[src/sv/rmslm_pkg.sv]
// rmslm_pkg: shared types and constants for the block rms level meter
// no dependencies; imported by every module of the meter

package rmslm_pkg;

    // sample format, fixed by the stream word
    localparam int SMP_W         = 16;
    localparam int GAIN_W        = 16;
    localparam int LVL_W         = 16;
    localparam int RT_W          = SMP_W;
    localparam int MUL_W         = (SMP_W > GAIN_W) ? SMP_W : GAIN_W;
    localparam int SCALE_SH      = SMP_W - 9;
    localparam int MAX_BLOCK_DEF = 4096;

    // gain reset value, 10.0 in unsigned q9.7
    localparam logic [GAIN_W-1:0] GAIN_RST = 16'd1280;

    // sequencer states
    typedef enum logic [2:0] {
        ST_IDLE,
        ST_SQUARE,
        ST_ACCUM,
        ST_DIV,
        ST_ROOT,
        ST_SCALE
    } rmslm_state_t;

    // one finished result
    typedef struct packed {
        logic             forced_end;
        logic [LVL_W-1:0] level;
    } rmslm_res_t;

endpackage

[src/sv/block_rms_level_meter_core.sv]
// block_rms_level_meter_core: top level, gain register and output word register
// depends on rmslm_pkg and rmslm_engine
//
// channel  | direction | word
// s_axis   | in        | tdata = sample, tlast = last
// m_axis   | out       | tdata = level, tuser = forced_end
// cfg      | in        | data = gain, unsigned q9.7
//
// a sample that does not close a block passes through accept, square and add
// a closing sample adds a restoring divide, a 16-bit root and a scale step; the sum
// is SUM_W = 2*16-1 + clog2(MAX_BLOCK+1) - 1 bits wide, 43 at 4096
// divide and root share one compare/subtract unit, square and scale one multiplier
// reset clears the sum, count and gain (10.0); no clearing pass
// s_axis_tready is low while a word is in work; a stalled result waits in the
// output register and the next sample is still taken

module block_rms_level_meter_core
    import rmslm_pkg::*;
#(
    parameter int MAX_BLOCK = MAX_BLOCK_DEF
)
(
    input  logic              clk,
    input  logic              rst_n,
    input  logic              s_axis_tvalid,
    output logic              s_axis_tready,
    input  logic [SMP_W-1:0]  s_axis_tdata,   // [15:0] sample
    input  logic              s_axis_tlast,
    output logic              m_axis_tvalid,
    input  logic              m_axis_tready,
    output logic [LVL_W-1:0]  m_axis_tdata,   // [15:0] level
    output logic              m_axis_tuser,   // [0] forced_end
    input  logic              cfg_valid,
    output logic              cfg_ready,
    input  logic [GAIN_W-1:0] cfg_data
);

    logic [GAIN_W-1:0] gain_reg;
    logic              out_valid_reg;
    rmslm_res_t        out_res_reg;
    logic              out_free;
    logic              res_load;
    rmslm_res_t        res;

    rmslm_engine #(.MAX_BLOCK(MAX_BLOCK)) u_engine (
        .clk      (clk),
        .rst_n    (rst_n),
        .in_valid (s_axis_tvalid),
        .in_ready (s_axis_tready),
        .sample   (s_axis_tdata),
        .last     (s_axis_tlast),
        .gain     (gain_reg),
        .out_free (out_free),
        .res_load (res_load),
        .res      (res)
    );

    // gain register
    assign cfg_ready = 1'b1;

    always_ff @(posedge clk or negedge rst_n)
    begin
        if (!rst_n)
            gain_reg <= GAIN_RST;
        else if (cfg_valid)
            gain_reg <= cfg_data;
    end

    // output word register
    assign out_free = ~out_valid_reg | m_axis_tready;

    always_ff @(posedge clk or negedge rst_n)
    begin
        if (!rst_n)
            out_valid_reg <= 1'b0;
        else if (res_load)
            out_valid_reg <= 1'b1;
        else if (m_axis_tready)
            out_valid_reg <= 1'b0;
    end

    always_ff @(posedge clk)
    begin
        if (res_load)
            out_res_reg <= res;
    end

    assign m_axis_tvalid = out_valid_reg;
    assign m_axis_tdata  = out_res_reg.level;
    assign m_axis_tuser  = out_res_reg.forced_end;

endmodule

[src/sv/rmslm_alu.sv]
// rmslm_alu: shared multiplier and compare/subtract unit of the meter
// depends on rmslm_pkg

module rmslm_alu
    import rmslm_pkg::*;
#(
    parameter int W = 20
)
(
    input  logic [W-1:0]         cmp_a,
    input  logic [W-1:0]         cmp_b,
    output logic [W-1:0]         diff,
    output logic                 ge,
    input  logic [MUL_W-1:0]     mul_a,
    input  logic [MUL_W-1:0]     mul_b,
    output logic [2*MUL_W-1:0]   prod
);

    logic [W:0] sub_full;

    // trial subtract, borrow out gives the compare
    assign sub_full = {1'b0, cmp_a} - {1'b0, cmp_b};
    assign diff     = sub_full[W-1:0];
    assign ge       = ~sub_full[W];

    // unsigned product
    assign prod = (2*MUL_W)'(mul_a) * (2*MUL_W)'(mul_b);

endmodule

[src/sv/rmslm_engine.sv]
// rmslm_engine: sequencer and datapath; square, accumulate, divide, root, scale
// depends on rmslm_pkg and rmslm_alu

module rmslm_engine
    import rmslm_pkg::*;
#(
    parameter int MAX_BLOCK = MAX_BLOCK_DEF
)
(
    input  logic              clk,
    input  logic              rst_n,
    input  logic              in_valid,
    output logic              in_ready,
    input  logic [SMP_W-1:0]  sample,
    input  logic              last,
    input  logic [GAIN_W-1:0] gain,
    input  logic              out_free,
    output logic              res_load,
    output rmslm_res_t        res
);

    localparam int CNT_W  = $clog2(MAX_BLOCK + 1);
    localparam int SQ_W   = 2 * SMP_W - 1;
    localparam int SUM_W  = SQ_W + CNT_W - 1;
    localparam int ALU_W  = (CNT_W + 1 > RT_W + 4) ? CNT_W + 1 : RT_W + 4;
    localparam int STEP_N = (SUM_W > RT_W) ? SUM_W : RT_W;
    localparam int STEP_W = $clog2(STEP_N);
    localparam int RAD_W  = 2 * RT_W;

    rmslm_state_t state_reg, state_next;

    logic [SMP_W-1:0]  mag_reg, mag_next;
    logic              last_reg, last_next;
    logic [SQ_W-1:0]   sq_reg, sq_next;
    logic [SUM_W-1:0]  sum_reg, sum_next;
    logic [CNT_W-1:0]  cnt_reg, cnt_next;
    logic [ALU_W-1:0]  rem_reg, rem_next;
    logic [RAD_W-1:0]  rad_reg, rad_next;
    logic [RT_W-1:0]   root_reg, root_next;
    logic [STEP_W-1:0] step_reg, step_next;
    logic              forced_reg, forced_next;

    logic [ALU_W-1:0]       cmp_a, cmp_b, diff;
    logic                   ge;
    logic [MUL_W-1:0]       mul_a, mul_b;
    logic [2*MUL_W-1:0]     prod, scaled;
    logic [CNT_W-1:0]       cnt_inc;
    logic                   full;
    logic [SUM_W-1:0]       quo_shift;
    logic [SUM_W+RAD_W-1:0] quo_wide;
    logic [SMP_W-1:0]       sample_mag;

    // shared arithmetic
    rmslm_alu #(.W(ALU_W)) u_alu (
        .cmp_a (cmp_a),
        .cmp_b (cmp_b),
        .diff  (diff),
        .ge    (ge),
        .mul_a (mul_a),
        .mul_b (mul_b),
        .prod  (prod)
    );

    // magnitude; most negative sample maps to 2^(SMP_W-1)
    assign sample_mag = sample[SMP_W-1] ? SMP_W'(~sample + SMP_W'(1)) : sample;

    assign cnt_inc   = cnt_reg + CNT_W'(1);
    assign full      = (cnt_inc == CNT_W'(MAX_BLOCK));
    assign quo_shift = {sum_reg[SUM_W-2:0], ge};
    assign quo_wide  = {{RAD_W{1'b0}}, quo_shift};

    // scale by gain and saturate
    assign scaled = prod >> SCALE_SH;

    // next state
    always_comb
    begin
        state_next = state_reg;
        unique case (state_reg)
            ST_IDLE:
            begin
                if (in_valid)
                    state_next = ST_SQUARE;
            end
            ST_SQUARE: state_next = ST_ACCUM;
            ST_ACCUM:
            begin
                if (last_reg || full)
                    state_next = ST_DIV;
                else
                    state_next = ST_IDLE;
            end
            ST_DIV:
            begin
                if (step_reg == '0)
                    state_next = ST_ROOT;
            end
            ST_ROOT:
            begin
                if (step_reg == '0)
                    state_next = ST_SCALE;
            end
            ST_SCALE:
            begin
                if (out_free)
                    state_next = ST_IDLE;
            end
            default: state_next = ST_IDLE;
        endcase
    end

    // outputs and shared unit operand select
    always_comb
    begin
        in_ready = 1'b0;
        res_load = 1'b0;
        mul_a    = MUL_W'(root_reg);
        mul_b    = MUL_W'(gain);
        cmp_a    = {rem_reg[ALU_W-3:0], rad_reg[RAD_W-1 -: 2]};
        cmp_b    = ALU_W'({root_reg, 2'b01});
        unique case (state_reg)
            ST_IDLE:   in_ready = 1'b1;
            ST_SQUARE:
            begin
                mul_a = MUL_W'(mag_reg);
                mul_b = MUL_W'(mag_reg);
            end
            ST_DIV:
            begin
                cmp_a = {rem_reg[ALU_W-2:0], sum_reg[SUM_W-1]};
                cmp_b = ALU_W'(cnt_reg);
            end
            ST_SCALE:  res_load = out_free;
            default:   ;
        endcase
    end

    assign res.forced_end = forced_reg;
    assign res.level      = (|scaled[2*MUL_W-1:LVL_W]) ? {LVL_W{1'b1}} : scaled[LVL_W-1:0];

    // datapath next values
    always_comb
    begin
        mag_next    = mag_reg;
        last_next   = last_reg;
        sq_next     = sq_reg;
        sum_next    = sum_reg;
        cnt_next    = cnt_reg;
        rem_next    = rem_reg;
        rad_next    = rad_reg;
        root_next   = root_reg;
        step_next   = step_reg;
        forced_next = forced_reg;
        unique case (state_reg)
            ST_IDLE:
            begin
                mag_next  = sample_mag;
                last_next = last;
            end
            ST_SQUARE: sq_next = prod[SQ_W-1:0];
            ST_ACCUM:
            begin
                sum_next = sum_reg + SUM_W'(sq_reg);
                cnt_next = cnt_inc;
                if (last_reg || full)
                begin
                    rem_next    = '0;
                    step_next   = STEP_W'(SUM_W - 1);
                    forced_next = full & ~last_reg;
                end
            end
            ST_DIV:
            begin
                // one quotient bit per cycle, shifted into the sum register
                rem_next  = ge ? diff : cmp_a;
                sum_next  = quo_shift;
                step_next = step_reg - STEP_W'(1);
                if (step_reg == '0)
                begin
                    rad_next  = quo_wide[RAD_W-1:0];
                    sum_next  = '0;
                    cnt_next  = '0;
                    rem_next  = '0;
                    root_next = '0;
                    step_next = STEP_W'(RT_W - 1);
                end
            end
            ST_ROOT:
            begin
                // one root bit per cycle, two radicand bits consumed
                rem_next  = ge ? diff : cmp_a;
                root_next = {root_reg[RT_W-2:0], ge};
                rad_next  = {rad_reg[RAD_W-3:0], 2'b00};
                step_next = step_reg - STEP_W'(1);
            end
            default: ;
        endcase
    end

    // control and block state
    always_ff @(posedge clk or negedge rst_n)
    begin
        if (!rst_n)
        begin
            state_reg <= ST_IDLE;
            sum_reg   <= '0;
            cnt_reg   <= '0;
        end
        else
        begin
            state_reg <= state_next;
            sum_reg   <= sum_next;
            cnt_reg   <= cnt_next;
        end
    end

    // working registers
    always_ff @(posedge clk)
    begin
        mag_reg    <= mag_next;
        last_reg   <= last_next;
        sq_reg     <= sq_next;
        rem_reg    <= rem_next;
        rad_reg    <= rad_next;
        root_reg   <= root_next;
        step_reg   <= step_next;
        forced_reg <= forced_next;
    end

endmodule

[config.mk]
export PLATFORM = sky130hd
export DESIGN_NAME = block_rms_level_meter_core
export DESIGN_NICKNAME = d
export VERILOG_FILES = /design/src/sv/rmslm_pkg.sv /design/src/sv/block_rms_level_meter_core.sv /design/src/sv/rmslm_alu.sv /design/src/sv/rmslm_engine.sv
export SDC_FILE = /design/constraint.sdc
export NUM_CORES = 1
export LEC_CHECK = 0
export ABC_CLOCK_PERIOD_IN_PS = 13100
export BUFFER_PORTS_ARGS = -buffer_cell sky130_fd_sc_hd__buf_2
export CORE_MARGIN = 2
export CORE_UTILIZATION = 50
export CTS_CLUSTER_DIAMETER = 100
export DETAILED_ROUTE_END_ITERATION = 12
export HOLD_SLACK_MARGIN = 0.06
export PLACE_DENSITY = 0.66
export SYNTH_ARGS = -nofsm -noshare
export SYNTH_HDL_FRONTEND = slang
export SYNTH_SLANG_ARGS = --single-unit
[constraint.sdc]
create_clock -name clk -period 13.1 [get_ports clk]
set_input_delay 0 -clock clk [delete_from_list [all_inputs] [get_ports clk]]
set_output_delay 0 -clock clk [all_outputs]
set_load 0.02 [all_outputs]
==> results of run 1 <==
-- area by class of cell --
type                            instances  share of cell area
Multi-Input combinational cell       1766              0.5866
Inverter                              268             0.04325
Clock inverter                         16            0.005110
Clock buffer                           30             0.02899
Sequential cell                       215              0.2613
Timing Repair Buffer                  139             0.04572
Tap cell                              539             0.02899
-- worst min-delay path: cells and delay by family --
kind                   cells  cell delay [ns]
buffers and inverters      3             1.29
-- layout by cell type (no fill, tap or decap), types with 20 or more instances in the layout --
cell	count
a21o_1	32
a21oi_1	117
a22oi_1	21
and2_1	42
and3_1	26
buf_2	55
buf_4	21
clkbuf_16	25
dfrtp_1	74
dlygate4sd3_1	63
edfxtp_1	139
fa_1	196
ha_1	157
inv_1	266
mux2i_1	33
nand2_1	445
nand2b_1	24
nand3_1	24
nor2_1	203
nor3_1	20
o21ai_0	94
xnor2_1	56
xor2_1	27
-- cells in the mapped netlist (5+ instances only) --
library cell and number:
o21a_1 14, xnor2_1 56, dfrtp_1 74, nor2_1 205, inv_1 267, mux2_2 16, a221oi_1 6, o211ai_1 16
nor3_1 21, o31ai_1 11, or2_2 6, nand3_1 24, nand2b_1 24, and3_1 26, nand2b_2 10, a31oi_1 13
fa_1 196, mux2i_1 33, and2_1 42, nor4_1 5, o21bai_1 13, clkbuf_1 75, nor2b_1 17, edfxtp_1 139
or3_1 14, a22oi_1 21, a21oi_1 118, xor2_1 27, o21ai_0 94, a21o_1 32, a211oi_1 14, ha_1 157
nand2_1 447, nand4_1 12
-- worst min path at each step --
| stage | from | to | slack [ns] |
|---|---|---|---|
| floorplan | rst_n | gain_reg[0]$_DFFE_PN0P_ | -0.30 |
| global placement | rst_n | u_engine.sum_reg[14]$_DFFE_PN0P_ | -0.12 |
| detailed placement | rst_n | u_engine.sum_reg[14]$_DFFE_PN0P_ | -0.12 |
| CTS | s_axis_tdata[0] | u_engine.mag_reg[0]$_DFFE_PP_ | 0.21 |
| global route | s_axis_tdata[0] | u_engine.mag_reg[0]$_DFFE_PP_ | 0.24 |
| finish | rst_n | u_engine.sum_reg[11]$_DFFE_PN0P_ | 0.19 |
-- kinds of logic (layout without fill, tap and decap cells) --
logic type / after synthesis / after routing / share of synthesized area
other: 1 / 1 / 0.0001783
XOR/XNOR: 83 / 83 / 0.03456
AND/OR/NAND/NOR: 872 / 872 / 0.1830
AO/OA/AOI/OAI: 408 / 408 / 0.1255
buffers and inverters: 349 / 453 / 0.06364
flip-flops: 215 / 215 / 0.2890
multiplexers: 49 / 49 / 0.02427
adder cells (fa/ha/maj): 353 / 353 / 0.2799
-- metrics by stage --
step | util | hold WS, ns | instances
after global routing | 0.5570 | 0.2376 | 2973
after floorplan | - | -0.2956 | 2330
after global placement | 0.5228 | -0.1213 | 2864
final | 0.5570 | 0.1916 | 2973
after detailed placement | 0.5228 | -0.1225 | 2864
after CTS | 0.5569 | 0.2125 | 2973
-- repair_timing --
action,CTS,global route
buffers inserted,0,0
resized for setup,0,0
endpoints found under the hold margin,110,0
hold buffers,63,0
-- routing by layer --
metal / vias to the layer above / global-route usage / part of all wire
met5: - / 0 / 0
met4: 0 / 0.1207 / 0.046
met3: 148 / 0.03592 / 0.068
met2: 593 / 0.4508 / 0.48
met1: 8398 / 0.3489 / 0.41
li1: 7932 / - / -
==> results by group, run 1 <==
Critical path
  – FF-to-FF path depth: 25
  – Crit path required time: 13.37 ns
  – CP Max Fanout: 62
  – Reg2reg setup slack: 3.08 ns
  – CP delay by family, top: adder cells
  – Critical path type: register to register
  – Worst path depth: 25
  – Worst Setup End Kind: register
  – Reg-to-reg startpoint: u_engine.state_reg[2]$_DFFE_PN0P_
  – CP Launch Point: u_engine.state_reg[2]$_DFFE_PN0P_
  – Crit Reg-Reg Endpoint: m_axis_tdata[4]$_SDFFCE_PP1P_
  – Crit path to: m_axis_tdata[4]$_SDFFCE_PP1P_
  – Slowest-stage cell, CP: nor4_4
  – WP data arrival: 10.29 ns
  – Setup crit start kind: register
  – Most frequent CP cell: fa_1
  – Worst path max stage delay: 0.91 ns
  – Worst Path Buf+Inv: 5

Logic synthesis
  – Dominant cell type by area after synthesis: edfxtp_1
  – Net Count, Synth: 2721
  – Sequential fraction of the synthesis area: 0.2890
  – FFs w/ async S/R, synth: 0.3535
  – Top cells by area, synth: edfxtp_1, fa_1, ha_1
  – Synthesized netlist cell count: 2330
  – Mapped Avg Cell Area: 9.028 um2
  – Post-synth EDFFs: 139
  – Synthesis-stage register bit count: 215
  – Post-synth top area share: 0.1984
  – Synthesized area: 21040 um2
  – Top FF cell, synth: edfxtp_1
  – Cell variety after synth: 81
  – Synth warnings: 0

Finish
  – Area delta synth->final: 10.58%
  – Share of layout cells above drive strength 1: 0.07477
  – Filler Cells Inserted: 3720
  – Area of the multi-input gates: 13650 um2
  – Layout Cell Area excl Fill: 23260 um2
  – Largest register FFs: 43
  – Fin nets: 2806
  – Sequential cell area: 6078 um2
  – Diode count: 0

Drt
  – Via count: 17071
  – Post-DR wirelength/cell: 19.14 um
  – DRC: 0
  – DRT Wirelength: 56890 um
  – Detailed-router iteration count before antenna repair: 6
  – Via density: 5.742
  – DRT antenna net count: 0
  – Iteration-0 DRC Markers: 1359

Job
  – Max cap viols: 0

Die
  – Total I/O pin count: 58
  – Num rows: 75
  – Core Area: 41760 um2
  – Die height: 209.1 um
  – DIE AREA: 43730 um2
  – Die X: 209.1 um
  – Initial core utilization: 0.5037

Timing
  – Slew @ Worst Pin: 1.255 ns
  – Worst setup margin: 3.080 ns
  – Unrepaired setup endpoints after global routing: no
  – Setup Skew: 0.02372 ns
  – Final min period: 10.02 ns
  – Peak Freq: 0.09980 GHz
  – Setup TNS: 0 ns
  – Period utilization: 0.7649
  – Final setup viols: 0
  – Relative slew margins: 0.1636
  – Pins Over Slew Limit: 0
  – Final Hold Fails: 0

Placed design
  – Routability cong.: 0.9421
  – I/O Buffers: 56
  – Pre-CTS WS: 2.884 ns
  – Placement Cell Area: 21830 um2
  – Post-DP HPWL: 42950 um

Global route
  – Vias in the first global route: 17691
  – GRT Overall Usage: 0.2688
  – Initial antenna violation count: 0
  – Global route total overflow: 0
  – First-pass GRT wire length: 93000 um
  – Largest net degree at the start of global routing: 64

Clock network
  – CTS tree: done
  – H-tree depth: 1
  – Total CTS buffers: 25
  – Clock slew at reported path FFs: 0.06 ns
  – CTS root buffer: clkbuf_16
  – Clock Tree Buf Depth: 3
  – Clock Latency Late Sink: 0.55 ns
  – Clock sink count: 215

Run status
  – Status: complete, no violations

Worst hold path
  – HP Class: input port to asynchronous set/reset pin
Power of run 1 is not shown: default switching activity piles up to over one toggle a cycle in this logic, so the estimate is an artifact.
==> inputs of run 2 (changes only) <==
- ABC_CLOCK_PERIOD_IN_PS: 13100 -> 9300
- clock period: 13.1 -> 9.3 ns (I/O delays scaled with it)
==> run 2 against run 1 <==
Non-clock buffer count rose by 8. Highest routed layer unchanged. Sequential share of layout area barely moved. Clock-buffer cell count rose by 2. Fmax rose by 17%. Global-route usage rose by 0.31 points.
==> results by group, run 2 (synthesis gave the netlist of run 1 again) <==
Die
  – Die X: 209.1 um
  – Num rows: 75
  – Die height: 209.1 um
  – Initial core utilization: 0.5037
  – Core Area: 41760 um2
  – Total I/O pin count: 58
  – DIE AREA: 43730 um2

Clock network
  – Setup bufs post-CTS: 0
  – CTS root buffer: clkbuf_16
  – H-tree depth: 1
  – Clock Latency Late Sink: 0.53 ns
  – CTS tree: done
  – Clock Tree Buf Depth: 3
  – Total CTS buffers: 24
  – Clock sink count: 215
  – Clock slew at reported path FFs: 0.06 ns
  – PostCTS Resize Cnt: 0

Drt
  – Via density: 5.735
  – Iteration-0 DRC Markers: 1243
  – DRT Wirelength: 57290 um
  – Via count: 17085
  – Post-DR wirelength/cell: 19.23 um
  – DRC: 0
  – Detailed-router iteration count before antenna repair: 5
  – DRT antenna net count: 0

Timing
  – Pins Over Slew Limit: 0
  – Setup Skew: 0.01004 ns
  – Final setup viols: 0
  – Period utilization: 0.9182
  – Setup TNS: 0 ns
  – Relative slew margins: 0.1183
  – Peak Freq: 0.1171 GHz
  – Final Hold Fails: 0
  – Final min period: 8.540 ns
  – Unrepaired setup endpoints after global routing: no
  – Slew @ Worst Pin: 1.313 ns

Finish
  – Diode count: 0
  – Commonest non-fill, non-tap cell in the layout: nand2_1
  – Fin nets: 2813
  – Area delta synth->final: 10.75%
  – Share of layout cells above drive strength 1: 0.07705
  – Layout Cell Area excl Fill: 23300 um2
  – Most frequent cells in the layout: nand2_1, inv_1, nor2_1
  – Largest register FFs: 43

Global route
  – Largest net degree at the start of global routing: 64
  – Vias in the first global route: 17580
  – Initial antenna violation count: 0
  – Global route total overflow: 0
  – First-pass GRT wire length: 93690 um
  – GRT Overall Usage: 0.2719

Critical path
  – Slowest-stage cell, CP: a21oi_1
  – Worst Path Buf+Inv: 6
  – Most frequent CP cell: fa_1
  – Worst Setup End Kind: register
  – Critical path type: register to register
  – CP Max Fanout: 29
  – Reg-to-reg startpoint: u_engine.state_reg[2]$_DFFE_PN0P_
  – WP data arrival: 8.81 ns
  – CP delay by family, top: adder cells
  – Crit path required time: 9.57 ns
  – Crit Reg-Reg Endpoint: m_axis_tdata[2]$_SDFFCE_PP1P_
  – Worst path max stage delay: 1.00 ns
  – Reg2reg setup slack: 0.76 ns
  – Setup crit start kind: register
  – FF-to-FF path depth: 26

Placed design
  – Post-DP HPWL: 43170 um
  – I/O Buffers: 56
  – Routability cong.: 0.9619
  – Placement Cell Area: 21900 um2

Run status
  – Status: complete, no violations

Worst hold path
  – HP Class: input port to asynchronous set/reset pin

Job
  – Max cap viols: 0
==> run 2: changes by cell type in the layout (fill, tap and decap cells not counted) <==
cell,delta
inv_6,-1
clkbuf_1,+4
buf_4,+9
clkinvlp_4,-2
a21oi_2,-1
clkinv_2,+4
clkinv_4,-2
clkbuf_8,-2
a21oi_1,+1
bufinv_16,+1
clkinv_1,-4
dlygate4sd3_1,-1
==> run 2: layer usage <==
metal	routed length, um	global-route usage	vias to the layer above
met1	23960	0.3558	8411
met3	3489	0.03457	157
met5	0	0	-
met4	2721	0.1239	0
met2	27120	0.4531	576
li1	-	-	7941
==> run 2: how the worst max path moves through the flow <==
stage | startpoint | end | slack, ns | cells past startpoint
after detailed placement | u_engine.state_reg[1]$_DFFE_PN0P_ | m_axis_tdata[2]$_SDFFCE_PP1P_ | 0.81 | 25
final | u_engine.state_reg[2]$_DFFE_PN0P_ | m_axis_tdata[2]$_SDFFCE_PP1P_ | 0.76 | 26
after floorplan | u_engine.state_reg[0]$_DFFE_PN0P_ | m_axis_tdata[12]$_SDFFCE_PP1P_ | 0.30 | 32
after CTS | u_engine.state_reg[1]$_DFFE_PN0P_ | m_axis_tdata[2]$_SDFFCE_PP1P_ | 0.78 | 25
after global routing | u_engine.state_reg[2]$_DFFE_PN0P_ | m_axis_tdata[2]$_SDFFCE_PP1P_ | 0.14 | 26
after global placement | u_engine.state_reg[2]$_DFFE_PN0P_ | m_axis_tdata[3]$_SDFFCE_PP1P_ | 0.99 | 26
==> run 2: worst register-to-register path: cells and delay by family (launching register included) <==
kind / cells / cell delay, ns
buffers and inverters: 6 / 0.68
DFF: 1 / 0.46
and+or+nand+nor: 6 / 1.30
adders and majority gates: 7 / 3.47
xor gates and xnor gates: 1 / 0.19
AOI/OAI and AO/OA: 6 / 2.19
==> run 2: repair_timing <==
action,4_1_cts,5_1_grt
setup endpoints to repair,0,0
hold buffers,62,0
hold endpoints to repair,110,0
==> run 2: layout make-up <==
class,instances,area (um2)
Tap cell,539,674.4
Clock inverter,12,112.6
Fill cell,3703,18460
Timing Repair Buffer,147,1121
Sequential cell,215,6078
Clock buffer,32,661.9
Inverter,268,1006
Multi-Input combinational cell,1766,13640
==> run 2: stage by stage <==
step / instances / hold slack [ns] / setup WS [ns] / utilization
floorplan: 2330 / -0.2956 / 0.2967 / -
global placement: 2873 / -0.09946 / 0.9855 / 0.5245
detailed placement: 2873 / -0.09737 / 0.8120 / 0.5245
CTS: 2979 / 0.2182 / 0.7839 / 0.5579
global route: 2979 / 0.2354 / 0.1419 / 0.5579
finish: 2979 / 0.2145 / 0.7604 / 0.5579
Power of run 2 is left out for the same reason.
==> inputs of run 3 (changes only) <==
- CORE_UTILIZATION: 50 -> 55
- PLACE_DENSITY: 0.66 -> 0.72
==> run 3 against run 2 <==
Via count increased by 0.43%. Die area decreased by 8.9%. Critical path depth decreased by 1. First-iteration DRC count increased by 1.5%. Clock-buffer cell count decreased by 2. Non-clock buffer count decreased by 3. Worst setup slack got worse by 0.070 ns.
==> results by group, run 3 (synthesis gave the netlist of run 1 again) <==
Timing
  – Peak Freq: 0.1162 GHz
  – Slew @ Worst Pin: 1.201 ns
  – Final setup viols: 0
  – Setup Skew: 0.04090 ns
  – Unrepaired setup endpoints after global routing: no
  – Relative slew margins: 0.1992
  – Pins Over Slew Limit: 0
  – Period utilization: 0.9258
  – Setup TNS: 0 ns
  – Final Hold Fails: 0
  – Final min period: 8.609 ns

Clock network
  – Clock slew at reported path FFs: 0.06 ns
  – H-tree depth: 1
  – Clock Latency Late Sink: 0.56 ns
  – Setup bufs post-CTS: 0
  – PostCTS Resize Cnt: 0
  – CTS tree: done
  – Clock sink count: 215
  – Total CTS buffers: 25
  – Clock Tree Buf Depth: 3
  – CTS root buffer: clkbuf_16
  – Cts hold-fix bufs: 62

Job
  – Max cap viols: 0

Drt
  – Via count: 17159
  – Post-DR wirelength/cell: 19.30 um
  – WL met1: 23260 um
  – Max layer used: met4
  – DRT Wirelength: 56970 um
  – Metal3 WL: 3633 um
  – Via density: 5.813
  – Detailed-router iteration count before antenna repair: 5
  – Iteration-0 DRC Markers: 1262
  – DRT antenna net count: 0
  – DRC: 0
  – WL met2: 27410 um

Critical path
  – Slowest-stage cell, CP: a21oi_1
  – CP Max Fanout: 52
  – Most frequent CP cell: fa_1
  – Worst path depth: 25
  – Setup crit start kind: register
  – WP data arrival: 8.91 ns
  – FF-to-FF path depth: 25
  – Crit path required time: 9.60 ns
  – Worst path max stage delay: 0.83 ns
  – Worst Path Buf+Inv: 6
  – CP delay by family, top: adder cells
  – Worst Setup End Kind: register
  – Critical path type: register to register

Finish
  – Sequential cell area: 6078 um2
  – Commonest non-fill, non-tap cell in the layout: nand2_1
  – Largest register FFs: 43
  – Fin nets: 2811
  – Share of layout cells above drive strength 1: 0.08036
  – Filler Cells Inserted: 3219
  – Area of the multi-input gates: 13650 um2
  – Area delta synth->final: 10.91%
  – Most frequent cells in the layout: nand2_1, inv_1, nor2_1

Die
  – DIE AREA: 39830 um2
  – Total I/O pin count: 58
  – Num rows: 71
  – Initial core utilization: 0.5585
  – Core Area: 37670 um2
  – Die height: 199.6 um
  – Die X: 199.6 um

Global route
  – Initial antenna violation count: 2
  – Global route total overflow: 0
  – First-pass GRT wire length: 92500 um
  – Vias in the first global route: 17490
  – GRT Overall Usage: 0.3003
  – Largest net degree at the start of global routing: 65

Placed design
  – Routability cong.: 0.9486
  – I/O Buffers: 56
  – Post-DP HPWL: 42710 um

Run status
  – Status: complete, no violations

Worst hold path
  – HP Class: input port to asynchronous set/reset pin
## run 3: cell types whose count changed in the layout (fill, tap and decap cells not counted), sizes merged
cell,change
buf,-3
bufinv,-1
clkbuf,-2
clkinv,-1
diode,+2
inv,+6
## run 3: metal layers
metal	vias up	GRT usage
li1	7945	-
met1	8410	0.3866
met2	665	0.5067
met3	139	0.04253
met4	0	0.1311
met5	-	0
## run 3: layout make-up
| type | count | area share |
|---|---|---|
| sequential | 215 | 0.2605 |
| clock buffer | 30 | 0.03025 |
| tap | 511 | 0.02741 |
| inverter | 268 | 0.04312 |
| multi-input combinational | 1766 | 0.5851 |
| timing repair buffer | 144 | 0.04709 |
| clock inverter | 16 | 0.006328 |
| antenna | 2 | 0.0002145 |
## run 3: worst min-delay path: cells and delay by family
family,cells,cell delay [ns]
buf+inv,3,1.31
## run 3: final timing paths
kind                                                    from                          endpoint  slack, ns
max in group asynchronous                              rst_n  u_engine.sum_reg[21]$_DFFE_PN0P_       8.35
min reg2reg                    u_engine.forced_reg$_DFFE_PP_            m_axis_tuser$_DFFE_PP_       0.43
min in group clk                             s_axis_tdata[0]     u_engine.mag_reg[0]$_DFFE_PP_       0.25
max reg2reg                u_engine.state_reg[1]$_DFFE_PN0P_     m_axis_tdata[4]$_SDFFCE_PP1P_       0.69
min                                                    rst_n  u_engine.sum_reg[11]$_DFFE_PN0P_       0.21
max                        u_engine.state_reg[1]$_DFFE_PN0P_     m_axis_tdata[4]$_SDFFCE_PP1P_       0.69
## run 3: metrics by stage
| stage | setup slack [ns] | hold slack (ns) | instance area, um2 | std cells | util |
|---|---|---|---|---|---|
| global route | 0.2048 | 0.2575 | 23330 | 2952 | 0.6194 |
| detailed placement | 0.6085 | -0.1383 | 21840 | 2842 | 0.5799 |
| finish | 0.6905 | 0.2074 | 23330 | 2952 | 0.6194 |
| global placement | 0.8407 | -0.1423 | 21840 | 2842 | 0.5799 |
| CTS | 0.6050 | 0.2346 | 23320 | 2950 | 0.6191 |
| floorplan | 0.2967 | -0.2956 | 21040 | 2330 | - |
Power of run 3 is left out for the same reason.
